## src/sv/mmh64_pkg.sv

```systemverilog
// package: shared types, codes and constants for the murmurhash2 64b unit
`timescale 1ns / 1ps

package mmh64_pkg;

    // mix multiplier and shift amounts
    localparam logic [31:0] MIX_MUL     = 32'h5bd1e995;
    localparam int unsigned SHIFT_WORD  = 24;
    localparam int unsigned SHIFT_FIN_A = 18;
    localparam int unsigned SHIFT_FIN_B = 22;
    localparam int unsigned SHIFT_FIN_C = 17;
    localparam int unsigned SHIFT_FIN_D = 19;

    // default depth of the command queue
    localparam int unsigned QUEUE_DEPTH = 2;

    // word operation codes
    localparam logic [1:0] OP_NONE = 2'd0;
    localparam logic [1:0] OP_FULL = 2'd1;
    localparam logic [1:0] OP_PART = 2'd2;

    // classified command handed from front to back
    typedef struct packed {
        logic        first;
        logic        last;
        logic [1:0]  op;
        logic [31:0] word;
        logic [31:0] init;
    } cmd_t;

    // queue status seen by the front and back
    typedef struct packed {
        logic full;
        logic empty;
    } queue_status_t;

endpackage

```

## src/sv/mmh64_front.sv

```systemverilog
// front: accepts input beats and classifies them into commands
`timescale 1ns / 1ps

module mmh64_front
(
    input  logic                   in_valid,
    output logic                   in_stall,
    input  logic [31:0]            key_word,
    input  logic [2:0]             byte_count,
    input  logic                   first_item,
    input  logic                   last_item,
    input  logic [31:0]            seed_value,
    input  logic [31:0]            total_length,
    input  mmh64_pkg::queue_status_t q_status,
    output logic                   push,
    output mmh64_pkg::cmd_t        push_cmd
);

    logic [31:0] byte_mask;

    // mask for a partial trailing word
    always_comb
    begin
        unique case (byte_count)
            3'd1:    byte_mask = 32'h000000ff;
            3'd2:    byte_mask = 32'h0000ffff;
            3'd3:    byte_mask = 32'h00ffffff;
            default: byte_mask = 32'hffffffff;
        endcase
    end

    always_comb
    begin
        push_cmd.first = first_item;
        push_cmd.last  = last_item;
        push_cmd.word  = key_word & byte_mask;
        push_cmd.init  = seed_value ^ total_length;
        if (byte_count >= 3'd4)
        begin
            push_cmd.op = mmh64_pkg::OP_FULL;
        end
        else if (byte_count == 3'd0)
        begin
            push_cmd.op = mmh64_pkg::OP_NONE;
        end
        else
        begin
            push_cmd.op = mmh64_pkg::OP_PART;
        end
    end

    assign in_stall = q_status.full;
    assign push     = in_valid && !q_status.full;

endmodule

```

## src/sv/mmh64_queue.sv

```systemverilog
// queue: short command fifo between front and back
`timescale 1ns / 1ps

module mmh64_queue
#(
    parameter int unsigned DEPTH = mmh64_pkg::QUEUE_DEPTH
)
(
    input  logic                     clk,
    input  logic                     rst_n,
    input  logic                     push,
    input  mmh64_pkg::cmd_t          push_cmd,
    input  logic                     pop,
    output mmh64_pkg::cmd_t          pop_cmd,
    output mmh64_pkg::queue_status_t status
);

    localparam int unsigned PTR_W = (DEPTH > 1) ? $clog2(DEPTH) : 1;
    localparam int unsigned CNT_W = $clog2(DEPTH + 1);

    mmh64_pkg::cmd_t entry_reg [DEPTH];
    logic [PTR_W-1:0] wr_ptr_reg, wr_ptr_next;
    logic [PTR_W-1:0] rd_ptr_reg, rd_ptr_next;
    logic [CNT_W-1:0] count_reg, count_next;
    logic             do_push, do_pop;

    assign status.full  = (count_reg == CNT_W'(DEPTH));
    assign status.empty = (count_reg == '0);
    assign do_push      = push && !status.full;
    assign do_pop       = pop && !status.empty;
    assign pop_cmd      = entry_reg[rd_ptr_reg];

    always_comb
    begin
        wr_ptr_next = wr_ptr_reg;
        rd_ptr_next = rd_ptr_reg;
        count_next  = count_reg;
        if (do_push)
        begin
            wr_ptr_next = (wr_ptr_reg == PTR_W'(DEPTH - 1)) ? '0 : wr_ptr_reg + 1'b1;
        end
        if (do_pop)
        begin
            rd_ptr_next = (rd_ptr_reg == PTR_W'(DEPTH - 1)) ? '0 : rd_ptr_reg + 1'b1;
        end
        if (do_push && !do_pop)
        begin
            count_next = count_reg + 1'b1;
        end
        else if (do_pop && !do_push)
        begin
            count_next = count_reg - 1'b1;
        end
    end

    always_ff @(posedge clk or negedge rst_n)
    begin
        if (!rst_n)
        begin
            wr_ptr_reg <= '0;
            rd_ptr_reg <= '0;
            count_reg  <= '0;
        end
        else
        begin
            wr_ptr_reg <= wr_ptr_next;
            rd_ptr_reg <= rd_ptr_next;
            count_reg  <= count_next;
        end
    end

    always_ff @(posedge clk)
    begin
        if (do_push)
        begin
            entry_reg[wr_ptr_reg] <= push_cmd;
        end
    end

endmodule

```

## src/sv/mmh64_back.sv

```systemverilog
// back: mix sequencer around one shared constant multiplier
`timescale 1ns / 1ps

module mmh64_back
(
    input  logic                     clk,
    input  logic                     rst_n,
    input  mmh64_pkg::queue_status_t q_status,
    input  mmh64_pkg::cmd_t          pop_cmd,
    output logic                     pop,
    output logic                     out_valid,
    input  logic                     out_stall,
    output logic [63:0]              hash_value
);

    localparam logic [3:0] ST_IDLE = 4'd0;
    localparam logic [3:0] ST_K1   = 4'd1;
    localparam logic [3:0] ST_K2   = 4'd2;
    localparam logic [3:0] ST_HALF = 4'd3;
    localparam logic [3:0] ST_PART = 4'd4;
    localparam logic [3:0] ST_F1   = 4'd5;
    localparam logic [3:0] ST_F2   = 4'd6;
    localparam logic [3:0] ST_F3   = 4'd7;
    localparam logic [3:0] ST_F4   = 4'd8;

    logic [3:0]      state_reg, state_next;
    logic [31:0]     half_one_reg, half_one_next;
    logic [31:0]     half_two_reg, half_two_next;
    logic            parity_reg, parity_next;
    mmh64_pkg::cmd_t cmd_reg, cmd_next;
    logic [31:0]     tmp_reg, tmp_next;
    logic [31:0]     fa_reg, fa_next;
    logic [31:0]     fb_reg, fb_next;
    logic            out_valid_reg, out_valid_next;
    logic [63:0]     hash_reg, hash_next;
    logic [31:0]     mul_a;
    logic [31:0]     product;

    // the one multiplier, low 32 bits of the product
    assign product = mul_a * mmh64_pkg::MIX_MUL;

    always_comb
    begin
        state_next     = state_reg;
        half_one_next  = half_one_reg;
        half_two_next  = half_two_reg;
        parity_next    = parity_reg;
        cmd_next       = cmd_reg;
        tmp_next       = tmp_reg;
        fa_next        = fa_reg;
        fb_next        = fb_reg;
        hash_next      = hash_reg;
        out_valid_next = out_valid_reg && out_stall;
        mul_a          = '0;
        pop            = 1'b0;
        unique case (state_reg)
            ST_IDLE:
            begin
                if (!q_status.empty)
                begin
                    pop      = 1'b1;
                    cmd_next = pop_cmd;
                    if (pop_cmd.first)
                    begin
                        half_one_next = pop_cmd.init;
                        half_two_next = '0;
                        parity_next   = 1'b0;
                    end
                    if (pop_cmd.op == mmh64_pkg::OP_FULL)
                    begin
                        state_next = ST_K1;
                    end
                    else if (pop_cmd.op == mmh64_pkg::OP_PART)
                    begin
                        state_next = ST_PART;
                    end
                    else if (pop_cmd.last)
                    begin
                        state_next = ST_F1;
                    end
                end
            end
            ST_K1:
            begin
                mul_a      = cmd_reg.word;
                tmp_next   = product;
                state_next = ST_K2;
            end
            ST_K2:
            begin
                mul_a      = tmp_reg ^ (tmp_reg >> mmh64_pkg::SHIFT_WORD);
                tmp_next   = product;
                state_next = ST_HALF;
            end
            ST_HALF:
            begin
                if (parity_reg)
                begin
                    mul_a         = half_two_reg;
                    half_two_next = product ^ tmp_reg;
                end
                else
                begin
                    mul_a         = half_one_reg;
                    half_one_next = product ^ tmp_reg;
                end
                parity_next = !parity_reg;
                state_next  = cmd_reg.last ? ST_F1 : ST_IDLE;
            end
            ST_PART:
            begin
                mul_a         = half_two_reg ^ cmd_reg.word;
                half_two_next = product;
                state_next    = cmd_reg.last ? ST_F1 : ST_IDLE;
            end
            ST_F1:
            begin
                mul_a      = half_one_reg ^ (half_two_reg >> mmh64_pkg::SHIFT_FIN_A);
                fa_next    = product;
                fb_next    = half_two_reg;
                state_next = ST_F2;
            end
            ST_F2:
            begin
                mul_a      = fb_reg ^ (fa_reg >> mmh64_pkg::SHIFT_FIN_B);
                fb_next    = product;
                state_next = ST_F3;
            end
            ST_F3:
            begin
                mul_a      = fa_reg ^ (fb_reg >> mmh64_pkg::SHIFT_FIN_C);
                fa_next    = product;
                state_next = ST_F4;
            end
            ST_F4:
            begin
                mul_a = fb_reg ^ (fa_reg >> mmh64_pkg::SHIFT_FIN_D);
                if (!out_valid_reg || !out_stall)
                begin
                    hash_next      = {fa_reg, product};
                    out_valid_next = 1'b1;
                    state_next     = ST_IDLE;
                end
            end
            default:
            begin
                state_next = ST_IDLE;
            end
        endcase
    end

    always_ff @(posedge clk or negedge rst_n)
    begin
        if (!rst_n)
        begin
            state_reg     <= ST_IDLE;
            half_one_reg  <= '0;
            half_two_reg  <= '0;
            parity_reg    <= 1'b0;
            out_valid_reg <= 1'b0;
        end
        else
        begin
            state_reg     <= state_next;
            half_one_reg  <= half_one_next;
            half_two_reg  <= half_two_next;
            parity_reg    <= parity_next;
            out_valid_reg <= out_valid_next;
        end
    end

    always_ff @(posedge clk)
    begin
        cmd_reg  <= cmd_next;
        tmp_reg  <= tmp_next;
        fa_reg   <= fa_next;
        fb_reg   <= fb_next;
        hash_reg <= hash_next;
    end

    assign out_valid  = out_valid_reg;
    assign hash_value = hash_reg;

endmodule

```

## src/sv/murmur_hash_64b_unit.sv

```systemverilog
// top level: murmurhash2 64b hash unit, front, command queue and back
`timescale 1ns / 1ps

// murmurhash2 variant 64b over a key delivered as little-endian 32-bit words,
// one word per input beat. the first beat of a key (first_item) also carries
// the seed and the total byte length; the last beat (last_item) yields one
// 64-bit hash beat, first half-state in bits 63:32. a beat with byte_count 0
// adds no data, so an empty key is a single beat with first and last set.
// the front classifies each beat and drops it into a short command queue
// (QUEUE_DEPTH entries), so input beats keep being taken, until the queue is
// full, while the back works and while a finished hash waits for out_stall to
// drop. the back runs all mixing through one shared 32x32 constant multiplier,
// one multiply a cycle: a full word costs a queue pop plus three multiplies, a
// partial word a pop and one multiply, an empty beat the pop alone, and a last
// beat adds four final-mix multiplies; the last waits for the output register.

module murmur_hash_64b_unit
#(
    parameter int unsigned QUEUE_DEPTH = mmh64_pkg::QUEUE_DEPTH
)
(
    input  logic        clk,
    input  logic        rst_n,
    // input beats
    input  logic        in_valid,
    output logic        in_stall,
    input  logic [31:0] key_word,
    input  logic [2:0]  byte_count,
    input  logic        first_item,
    input  logic        last_item,
    input  logic [31:0] seed_value,
    input  logic [31:0] total_length,
    // hash beats
    output logic        out_valid,
    input  logic        out_stall,
    output logic [63:0] hash_value
);

    mmh64_pkg::queue_status_t q_status;
    mmh64_pkg::cmd_t          push_cmd;
    mmh64_pkg::cmd_t          pop_cmd;
    logic                     push;
    logic                     pop;

    // classify beats: word kind, masked partial word, seed xor length
    mmh64_front u_front
    (
        .in_valid     (in_valid),
        .in_stall     (in_stall),
        .key_word     (key_word),
        .byte_count   (byte_count),
        .first_item   (first_item),
        .last_item    (last_item),
        .seed_value   (seed_value),
        .total_length (total_length),
        .q_status     (q_status),
        .push         (push),
        .push_cmd     (push_cmd)
    );

    // decouples acceptance from the multi-cycle mix
    mmh64_queue
    #(
        .DEPTH (QUEUE_DEPTH)
    )
    u_queue
    (
        .clk      (clk),
        .rst_n    (rst_n),
        .push     (push),
        .push_cmd (push_cmd),
        .pop      (pop),
        .pop_cmd  (pop_cmd),
        .status   (q_status)
    );

    // half-state update and final cross mix
    mmh64_back u_back
    (
        .clk        (clk),
        .rst_n      (rst_n),
        .q_status   (q_status),
        .pop_cmd    (pop_cmd),
        .pop        (pop),
        .out_valid  (out_valid),
        .out_stall  (out_stall),
        .hash_value (hash_value)
    );

endmodule
```

## config.mk

```make
export PLATFORM = sky130hd
export DESIGN_NAME = murmur_hash_64b_unit
export DESIGN_NICKNAME = d
export VERILOG_FILES = /design/src/sv/mmh64_pkg.sv /design/src/sv/mmh64_front.sv /design/src/sv/mmh64_queue.sv /design/src/sv/mmh64_back.sv /design/src/sv/murmur_hash_64b_unit.sv
export SDC_FILE = /design/constraint.sdc
export NUM_CORES = 1
export LEC_CHECK = 0
export BUFFER_PORTS_ARGS = -buffer_cell sky130_fd_sc_hd__buf_2
export CAP_MARGIN = 20
export CORE_ASPECT_RATIO = 2
export CORE_MARGIN = 10
export CORE_UTILIZATION = 35
export DETAILED_ROUTE_END_ITERATION = 10
export PLACE_DENSITY = 0.53
export SETUP_SLACK_MARGIN = 0.15
export SLEW_MARGIN = 20
export SYNTH_ARGS = -nofsm -noshare
export SYNTH_HDL_FRONTEND = slang
export SYNTH_SLANG_ARGS = --single-unit
```

## constraint.sdc

```tcl
create_clock -name clk -period 18.2 [get_ports clk]
set_input_delay 1.82 -clock clk [delete_from_list [all_inputs] [get_ports clk]]
set_output_delay 1.82 -clock clk [all_outputs]
set_load 0.05 [all_outputs]
```

* Word level (Yosys, flattened, before mapping)
Memories as Yosys holds them, arrays and structs flattened.
Index checks and enable logic that the tools add are counted.
Widths: inputs -> output; s select.
** Cells by class
- $add $sub $neg :: 4
- Multiplexer cells :: 34
- Multipliers :: 1
- Bitwise operators :: 10
- Eq/ne operators :: 20
- Reduce and logical (&&, ||, !) cells :: 30
- Magnitude comparators :: 1
** Operators by type and width (number)
- $pmux 32 s8 :: 1
- $mux 32 :: 7
- $pmux 32 s3 :: 2
- $pmux 32 s2 :: 2
- $xor 32x32->32 :: 3
- $and 32x32->32 :: 1
- $mul 32x31->32 const B :: 1
- $pmux 4 s8 :: 1
- $xor 32x10->32 :: 1
- $xor 32x13->32 :: 1
- $xor 32x14->32 :: 1
- $xor 32x15->32 :: 1
- $xor 32x8->32 :: 1
- $mux 4 :: 5
- $eq 4x3->1 const B :: 4
- $mux 1 :: 10
- $eq 4x2->1 const B :: 2
- $mux 2 :: 4
- $reduce_and 4->1 :: 2
- $logic_not 1->1 :: 7
- $eq 3x2->1 const B :: 2
- $logic_and 1x1->1 :: 6
- $ne 2x1->1 const B :: 3
- $reduce_and 3->1 :: 2
- other kinds (22) :: 30
** Storage, ports and cells
- Memories :: 1
- Flip-flop bits (word level) :: 267
- Output and inout bits :: 66
- Memory bits (writable) :: 136
- Input bits :: 105
** Memory list
- u_queue.entry_reg :: words 2, bits a word 68, rd ports 1, clocked after Yosys merged registers in 0, wr ports 1, RTL line mmh64_queue.sv:21 : mmh64_pkg::cmd_t entry_reg [DEPTH];

* Longest topological paths before layout
Gate-level depths: netlist of the first run.
- Depth in word-level cells :: 8
- Gate-level depth with buffers :: 35

* Modules after synthesis
A second synthesis of the first run with hierarchy kept.
** Unflattened totals
- Cells, all modules :: 2333
- Area, all modules :: 26780.7 um^2
** By module, submodules not included
- mmh64_back :: cells an instance 2028, times used 1, area an instance 21042.7 um^2
- mmh64_queue :: cells an instance 231, times used 1, area an instance 5146.2 um^2
- mmh64_front :: cells an instance 74, times used 1, area an instance 591.8 um^2

* Worst setup path after synthesis of the first run
Ideal clock, no wire load.
- Kind :: register -> register
- Start :: register u_back.state_reg[2]
- End :: register u_back.fb_reg[29] (data pin)
- Arrival :: 7904 ps
- Buffers on the path :: 5
- Setup slack :: 10019 ps
- Stages on the path, launching flop included :: 31
- Path through :: dfrtp_1 > buf_6 > buf_6 > clkbuf_1 > nand3_1 > clkbuf_1 > clkbuf_1 > o21ai_0 > a221oi_1 > nand3_1 > ha_1 > ha_1 > fa_1 > inv_1 > fa_1 > inv_1 > fa_1 > fa_1 > fa_1 > inv_1 > fa_1 > inv_1 > ha_1 > a2111oi_0 > a21oi_1 > a31oi_1 > o21ai_0 > a21o_1 > mux2i_1 > a221oi_1 > o21ai_0
** On the way
- Cells in the longest elaborated chain, start to end :: 4
- Elaborated cells between the ends (all ways) :: 11
- Classes of those cells :: mul: 1; eq/ne: 8; mux: 2
** RTL lines
- start, declared :: RTL line mmh64_back.sv:26 : logic [3:0] state_reg, state_next;
- start signal, assigned :: RTL line mmh64_back.sv:164 : state_reg <= state_next;
- $eq 4x4->1, or another cell as far along :: RTL line mmh64_back.sv:56 : unique case (state_reg)
- $pmux 32 s8 :: RTL line mmh64_back.sv:56
- $mul 32x31->32 :: RTL line mmh64_back.sv:40 : assign product = mul_a * mmh64_pkg::MIX_MUL;
- $pmux 32 s2 (*) :: RTL line mmh64_back.sv:56
- via u_back.fb_next[29] :: RTL line mmh64_back.sv:33 : logic [31:0] fb_reg, fb_next;
- end signal, assigned :: RTL line mmh64_back.sv:177 : fb_reg <= fb_next;
- end, declared :: RTL line mmh64_back.sv:33
The timed path passes the listed nets; every way through them passes the cells marked *.
A chain may end at the register's enable or synchronous reset.

* Final worst setup path of the first run
- Start :: register u_back.state_reg[2]
- End :: register u_back.half_two_reg[28]
** On the way
- Cells in the longest elaborated chain, start to end :: 6
- Elaborated cells between the ends (all ways) :: 19
- Classes of those cells :: mul: 1; eq/ne: 11; mux: 3; bitwise: 1; reduce/logical: 3
** RTL lines
- $eq 4x4->1, or another cell as far along :: RTL line mmh64_back.sv:56
- $pmux 32 s8 (*) :: RTL line mmh64_back.sv:56
- via u_back.mul_a[1] :: RTL line mmh64_back.sv:36 : logic [31:0] mul_a;
- $mul 32x31->32 (*) :: RTL line mmh64_back.sv:40
- via u_back.product[28] :: RTL line mmh64_back.sv:37 : logic [31:0] product;
- $xor 32x32->32 :: RTL line mmh64_back.sv:100 : half_two_next = product ^ tmp_reg;
- $mux 32 :: RTL line mmh64_back.sv:97 : if (parity_reg)
- $pmux 32 s3 (*) :: RTL line mmh64_back.sv:56
- end signal, assigned :: RTL line mmh64_back.sv:166 : half_two_reg <= half_two_next;
- end, declared :: RTL line mmh64_back.sv:28 : logic [31:0] half_two_reg, half_two_next;
The timed path passes the listed nets; every way through them passes the cells marked *. The select of a mux whose other input is x is not followed.

==> results.tsv, run 1 <==
metric	value	unit
start_util	35.2	%
tightest_slew	1.08	ns
synth_area_per_cell	11.5	sq um
status	completed	
layout-drive-gt1-share	13.5	%
syn_area	26700	sq um
ys_seq_elements	403	
vias	18500	
synth_cells	2325	
finalCriticalPeriod	10.19	ns
core-area	75900	sq um
grt_pass1_vias	20100	
routed_wl	90200	um
slew_violations	0	
post_cts_resized	0	
dpl.hpwl	69700	um
grt.overflow.total	0	
ys_seq_area_share	43.9	%
clockBufferDepth	3	
largest_reg_flops	136	
cap_viol_max_count	0	
crit_fanout	29	
max_stage_delay	0.95	ns
synthTopCellsByCount	375 x inv_1, 329 x edfxtp_1, 219 x ha_1	
wl_per_cell	25.5	um
post_cts_buffers	0	
setup_tns	0	ns
synth_area_leaders	edfxtp_1 37%, fa_1 14%, ha_1 10%	
antenna_found_initial	2	
placed_cells	3468	
root_buffer	clkbuf_16	
area_delta_synth_final	13.0	%
slew-limit-headroom	27.7	%
drcViolationCount	0	
cp-end-kind	flip-flop	
synth_most_common_cell	inv_1	
dr.pass1.iters	9	
setup_viol	0	
die_h	411	um
portBuffers	170	
ys.flop_type	edfxtp_1	
cts_buffers	39	
synth_area_leader_cell	edfxtp_1	
clk_pin_slew_worst_paths	0.07	ns
num_rows	143	
ios	171	
finalCritPeriodShare	56.0	%
grt_max_degree	86	
synth_edf_count	329	
hold_viol	0	
stdcell_count	3540	
regToRegSetupSlack	8.01	ns
cts_tree	yes	
hold_buffers	0	
cts.htree.levels	2	
criticalPathCategory	reg -> reg	
crit_required	18.61	ns
synth_nets	2830	
grt_pass1_wl	132000	um
postRouteAntennaNets	0	
ys_warn_count	0	
worst-path-buf-inv	9	
die_area	88500	sq um
nFillCells	7412	
crit_family	adder cells	
start_kind	flip-flop	
netlist.area_leader.share	37.0	%
vias_per_cell	5.24	
critical_path.most_common_cell	inv_1	
finClkSkew	0.0237	ns
initialDrtViolationCount	1494	
cts.sinks	403	
hold_path.class	reg -> reg	
ys_types	88	
max_clock_freq	98.1	MHz
timing.hold.ws	0.486	ns
finalNetCount	2999	
dieWidth	215	um
gp_congestion	0.976	
grt.total_usage	20.2	%
crit_arrival	10.60	ns
clk_latency	0.59	ns
slowest_stage	dfrtp_1	
synthArstFlopShare	18.4	%
rsz0062_at_grt	false	
-- stage by stage --
stage          area (sq um)  setup slack, ns  utilization (%)
2_1_floorplan         26700            10.02                -
3_3_place_gp          28900             8.39             38.1
3_5_place_dp          28900             8.10             38.1
4_1_cts               30200             8.04             39.8
5_1_grt               30200             7.43             39.8
6_report              30200             8.01             39.8
-- path summary, 6_finish.rpt --
check / start / to / depth (start not counted)
max in group asynchronous: rst_n / u_queue.rd_ptr_reg$_DFFE_PN0P_ / 2
setup reg to reg: u_back.state_reg[2]$_DFFE_PN0P_ / u_back.half_two_reg[28]$_DFFE_PN0P_ / 32
setup / recovery: u_back.state_reg[2]$_DFFE_PN0P_ / u_back.half_two_reg[28]$_DFFE_PN0P_ / 32
hold reg to reg: u_back.half_one_reg[23]$_DFFE_PN0P_ / u_back.half_one_reg[23]$_DFFE_PN0P_ / 2
hold / removal: u_back.half_one_reg[23]$_DFFE_PN0P_ / u_back.half_one_reg[23]$_DFFE_PN0P_ / 2
min in group asynchronous: rst_n / u_back.half_one_reg[16]$_DFFE_PN0P_ / 1
-- tightest hold or removal path: cells and delay by family, from the launching register on --
family          cells  cell delay, ns
simple gates        1            0.05
flops               1            0.35
compound gates      1            0.06
-- layout make-up --
cell class                 instances  area, sq um  share of cell area [%]
antenna                            1         2.50                 0.00829
clock buffer                      50         1070                    3.54
clock inverter                    21          204                   0.675
inverter                         375         1410                    4.66
multi-input combinational       1466        13400                    44.3
sequential                       403        11700                    38.9
tap                             1015         1270                    4.21
timing repair buffer             209         1150                    3.80
-- metal layers --
metal  share of wire [%]  GRT usage, %
met5                   0             0
met4                 9.1          16.5
met1                  33          19.2
met3                 4.3          2.41
met2                  54          38.1
-- layout by cell type (no fill, tap or decap), types with 67 or more instances in the layout --
cell type  instances
ha_1             219
fa_1             181
xor2_1            86
dfrtp_1           73
edfxtp_1         329
nor2_1           105
buf_2            169
xnor2_1           67
inv_1            375
o21ai_0          155
a21oi_1           75
nand2_1          184
-- cells by family (layout without fill, tap and decap cells) --
group / Yosys count / count (layout) / synth area share [%]
buffers and inverters: 456 / 655 / 6.51
and+or+nand+nor: 428 / 428 / 7.52
AOI/OAI and AO/OA: 409 / 409 / 9.99
DFF: 403 / 403 / 43.9
adders and majority gates: 400 / 400 / 23.8
xor gates and xnor gates: 159 / 159 / 5.50
muxes: 70 / 70 / 2.79
other: 0 / 1 / 0
Power of run 1 is not shown: default switching activity piles up to over one toggle a cycle in this logic, so the estimate is an artifact.
==> run 2: changes to the inputs <==
--- a/config.mk
+++ b/config.mk
@@ -11,7 +11,7 @@
 export CORE_MARGIN = 10
 export CORE_UTILIZATION = 35
 export DETAILED_ROUTE_END_ITERATION = 10
-export PLACE_DENSITY = 0.53
+export PLACE_DENSITY = 0.55
 export SETUP_SLACK_MARGIN = 0.15
 export SLEW_MARGIN = 20
 export SYNTH_ARGS = -nofsm -noshare
==> constraint.sdc (replaced) <==
create_clock -name clk -period 8.6 [get_ports clk]
set_input_delay 0.86 -clock clk [delete_from_list [all_inputs] [get_ports clk]]
set_output_delay 0.86 -clock clk [all_outputs]
set_load 0.05 [all_outputs]
==> run 2 against run 1 <==
- highest routed layer unchanged
- register-to-register slack got worse by 7.6 ns
- global-route usage rose by 1.4 points
- clock-buffer cell count fell by 1
- critical path depth fell by 3
==> results.tsv, run 2 (same netlist as run 1, synthesis figures left out) <==
metric	value	unit	change
portBuffers	170		unchanged
finClkSkew	0.0342	ns	+0.0105 ns
finalCriticalPeriod	8.19	ns	-2.00 ns
rr_endpoint	u_back.half_two_reg[31]$_DFFE_PN0P_		
final_core_util	42.1	%	+2.3 points
clk_latency	0.59	ns	about the same
num_rows	143		unchanged
vias	19200		+3.3%
area_delta_synth_final	19.6	%	
wl_per_cell	26.1	um	+2.4%
antenna_found_initial	0		-2
dpl.hpwl	76300	um	+9.5%
ios	171		unchanged
drt-met1-wl	31500	um	+7.6%
worst-path-buf-inv	7		-2
die_area	88500	sq um	unchanged
postRouteAntennaNets	0		unchanged
slowest_stage	or4b_4		
initialDrtViolationCount	1358		-9.1%
cts_tree	yes		
setup_viol	0		unchanged
r2r_cells	29		-9.4%
num_antenna_cells	0		-1
crit_fanout	11		-62%
cts.sinks	403		unchanged
fin_ws	0.411	ns	-7.60 ns
slew-limit-headroom	27.5	%	-0.19 points
nFillCells	7368		-0.59%
finalCritPeriodShare	95.2	%	+39 points
met3_length	4140	um	+7.5%
cap_viol_max_count	0		unchanged
slew_violations	0		unchanged
largest_reg_flops	136		unchanged
regArea	11700	sq um	about the same
hold_path.class	in -> async		
start_kind	flip-flop		
cts_buffers	39		unchanged
clockBufferDepth	3		unchanged
tightest_slew	1.09	ns	+0.00283 ns
multi_input_comb_area	13600	sq um	+1.5%
cts.htree.levels	2		unchanged
hold_viol	0		unchanged
rsz0062_at_grt	false		
grt.overflow.total	0		unchanged
layout-drive-gt1-share	20.2	%	+6.7 points
max_clock_freq	122	MHz	+24%
crit_arrival	8.60	ns	-2.00 ns
routed_wl	96700	um	+7.2%
start_util	35.2	%	unchanged
core-area	75900	sq um	unchanged
crit_required	9.01	ns	-9.60 ns
dieWidth	215	um	unchanged
grt_pass1_vias	20600		+2.4%
root_buffer	clkbuf_16		
gp_congestion	1.02		+4.0%
grt.total_usage	21.6	%	+1.4 points
cp-end-kind	flip-flop		
crit_family	adder cells		
route.met2.wl	51400	um	+5.3%
grt_max_degree	69		-20%
criticalPathCategory	reg -> reg		
grt_pass1_wl	140000	um	+6.0%
regToRegSetupSlack	0.41	ns	-7.60 ns
layout_common_cells	369 x inv_1, 329 x edfxtp_1, 215 x ha_1		
status	completed		
critical_path.most_common_cell	fa_1		
top_layer	met4		
drcViolationCount	0		unchanged
final_common_cell	inv_1		
place_ws	-0.163	ns	-8.26 ns
max_stage_delay	0.67	ns	-0.28 ns
hold_buffers	0		unchanged
vias_per_cell	5.17		-1.3%
finalNetCount	3166		+5.6%
dr.pass1.iters	6		-3
die_h	411	um	unchanged
clk_pin_slew_worst_paths	0.07	ns	about the same
r2r-start	u_back.state_reg[3]$_DFFE_PN0P_		
-- run 2: cell types whose count changed in the layout (fill, tap and decap cells not counted), moves of 6 or more --
| cell | previous run | this run |
|---|---|---|
| buf_12 | 0 | 20 |
| buf_4 | 40 | 177 |
| buf_6 | 0 | 7 |
| inv_1 | 375 | 369 |
| nand3_1 | 30 | 24 |
| nand3_2 | 1 | 7 |
| o21ai_0 | 155 | 145 |
| o21ai_1 | 3 | 13 |
-- run 2: through the flow --
stage / TNS, ns / area (sq um) / hold slack (ns) / instances
2_1_floorplan: 0 / 26700 / 0.417 / 2325
3_3_place_gp: -0.509 / 30200 / 0.468 / 3613
3_5_place_dp: -1.22 / 30200 / 0.472 / 3613
4_1_cts: 0 / 31600 / 0.144 / 3689
5_1_grt: 0 / 32000 / 0.158 / 3706
6_report: 0 / 32000 / 0.154 / 3706
-- run 2: final cells by class --
cell class                 instances  area share (%)
clock buffer                      49            3.27
tap                             1015            3.97
timing repair buffer             374            8.33
multi-input combinational       1468            42.4
inverter                         375            4.42
sequential                       403            36.7
clock inverter                    22           0.818
-- run 2: layer usage --
layer	GRT usage (%)	up-vias
li1	-	8664
met1	21.1	9448
met2	40.1	755
met3	2.37	287
met4	18.2	0
met5	0	-
-- run 2: worst max-delay path by stage --
stage                               startpoint                                   to  slack (ns)  cells past startpoint
6_report       u_back.state_reg[3]$_DFFE_PN0P_  u_back.half_two_reg[31]$_DFFE_PN0P_        0.41                     29
5_1_grt        u_back.state_reg[1]$_DFFE_PN0P_  u_back.half_two_reg[31]$_DFFE_PN0P_        0.13                     32
4_1_cts        u_back.state_reg[1]$_DFFE_PN0P_         u_back.tmp_reg[29]$_DFFE_PP_        0.16                     30
3_5_place_dp   u_back.state_reg[3]$_DFFE_PN0P_      u_back.hash_value[29]$_DFFE_PP_       -0.16                     33
3_3_place_gp   u_back.state_reg[3]$_DFFE_PN0P_      u_back.hash_value[29]$_DFFE_PP_       -0.07                     30
2_1_floorplan  u_back.state_reg[2]$_DFFE_PN0P_          u_back.fb_reg[29]$_DFFE_PP_        0.42                     30
-- run 2: what timing repair did --
item / 4_1_cts / 5_1_grt
pin swaps: 1 / 11
cloned: 1 / 1
gates resized for setup: 17 / 54
buffers inserted: 4 / 16
setup endpoints to repair: 37 / 62
Power of run 2 is left out for the same reason.
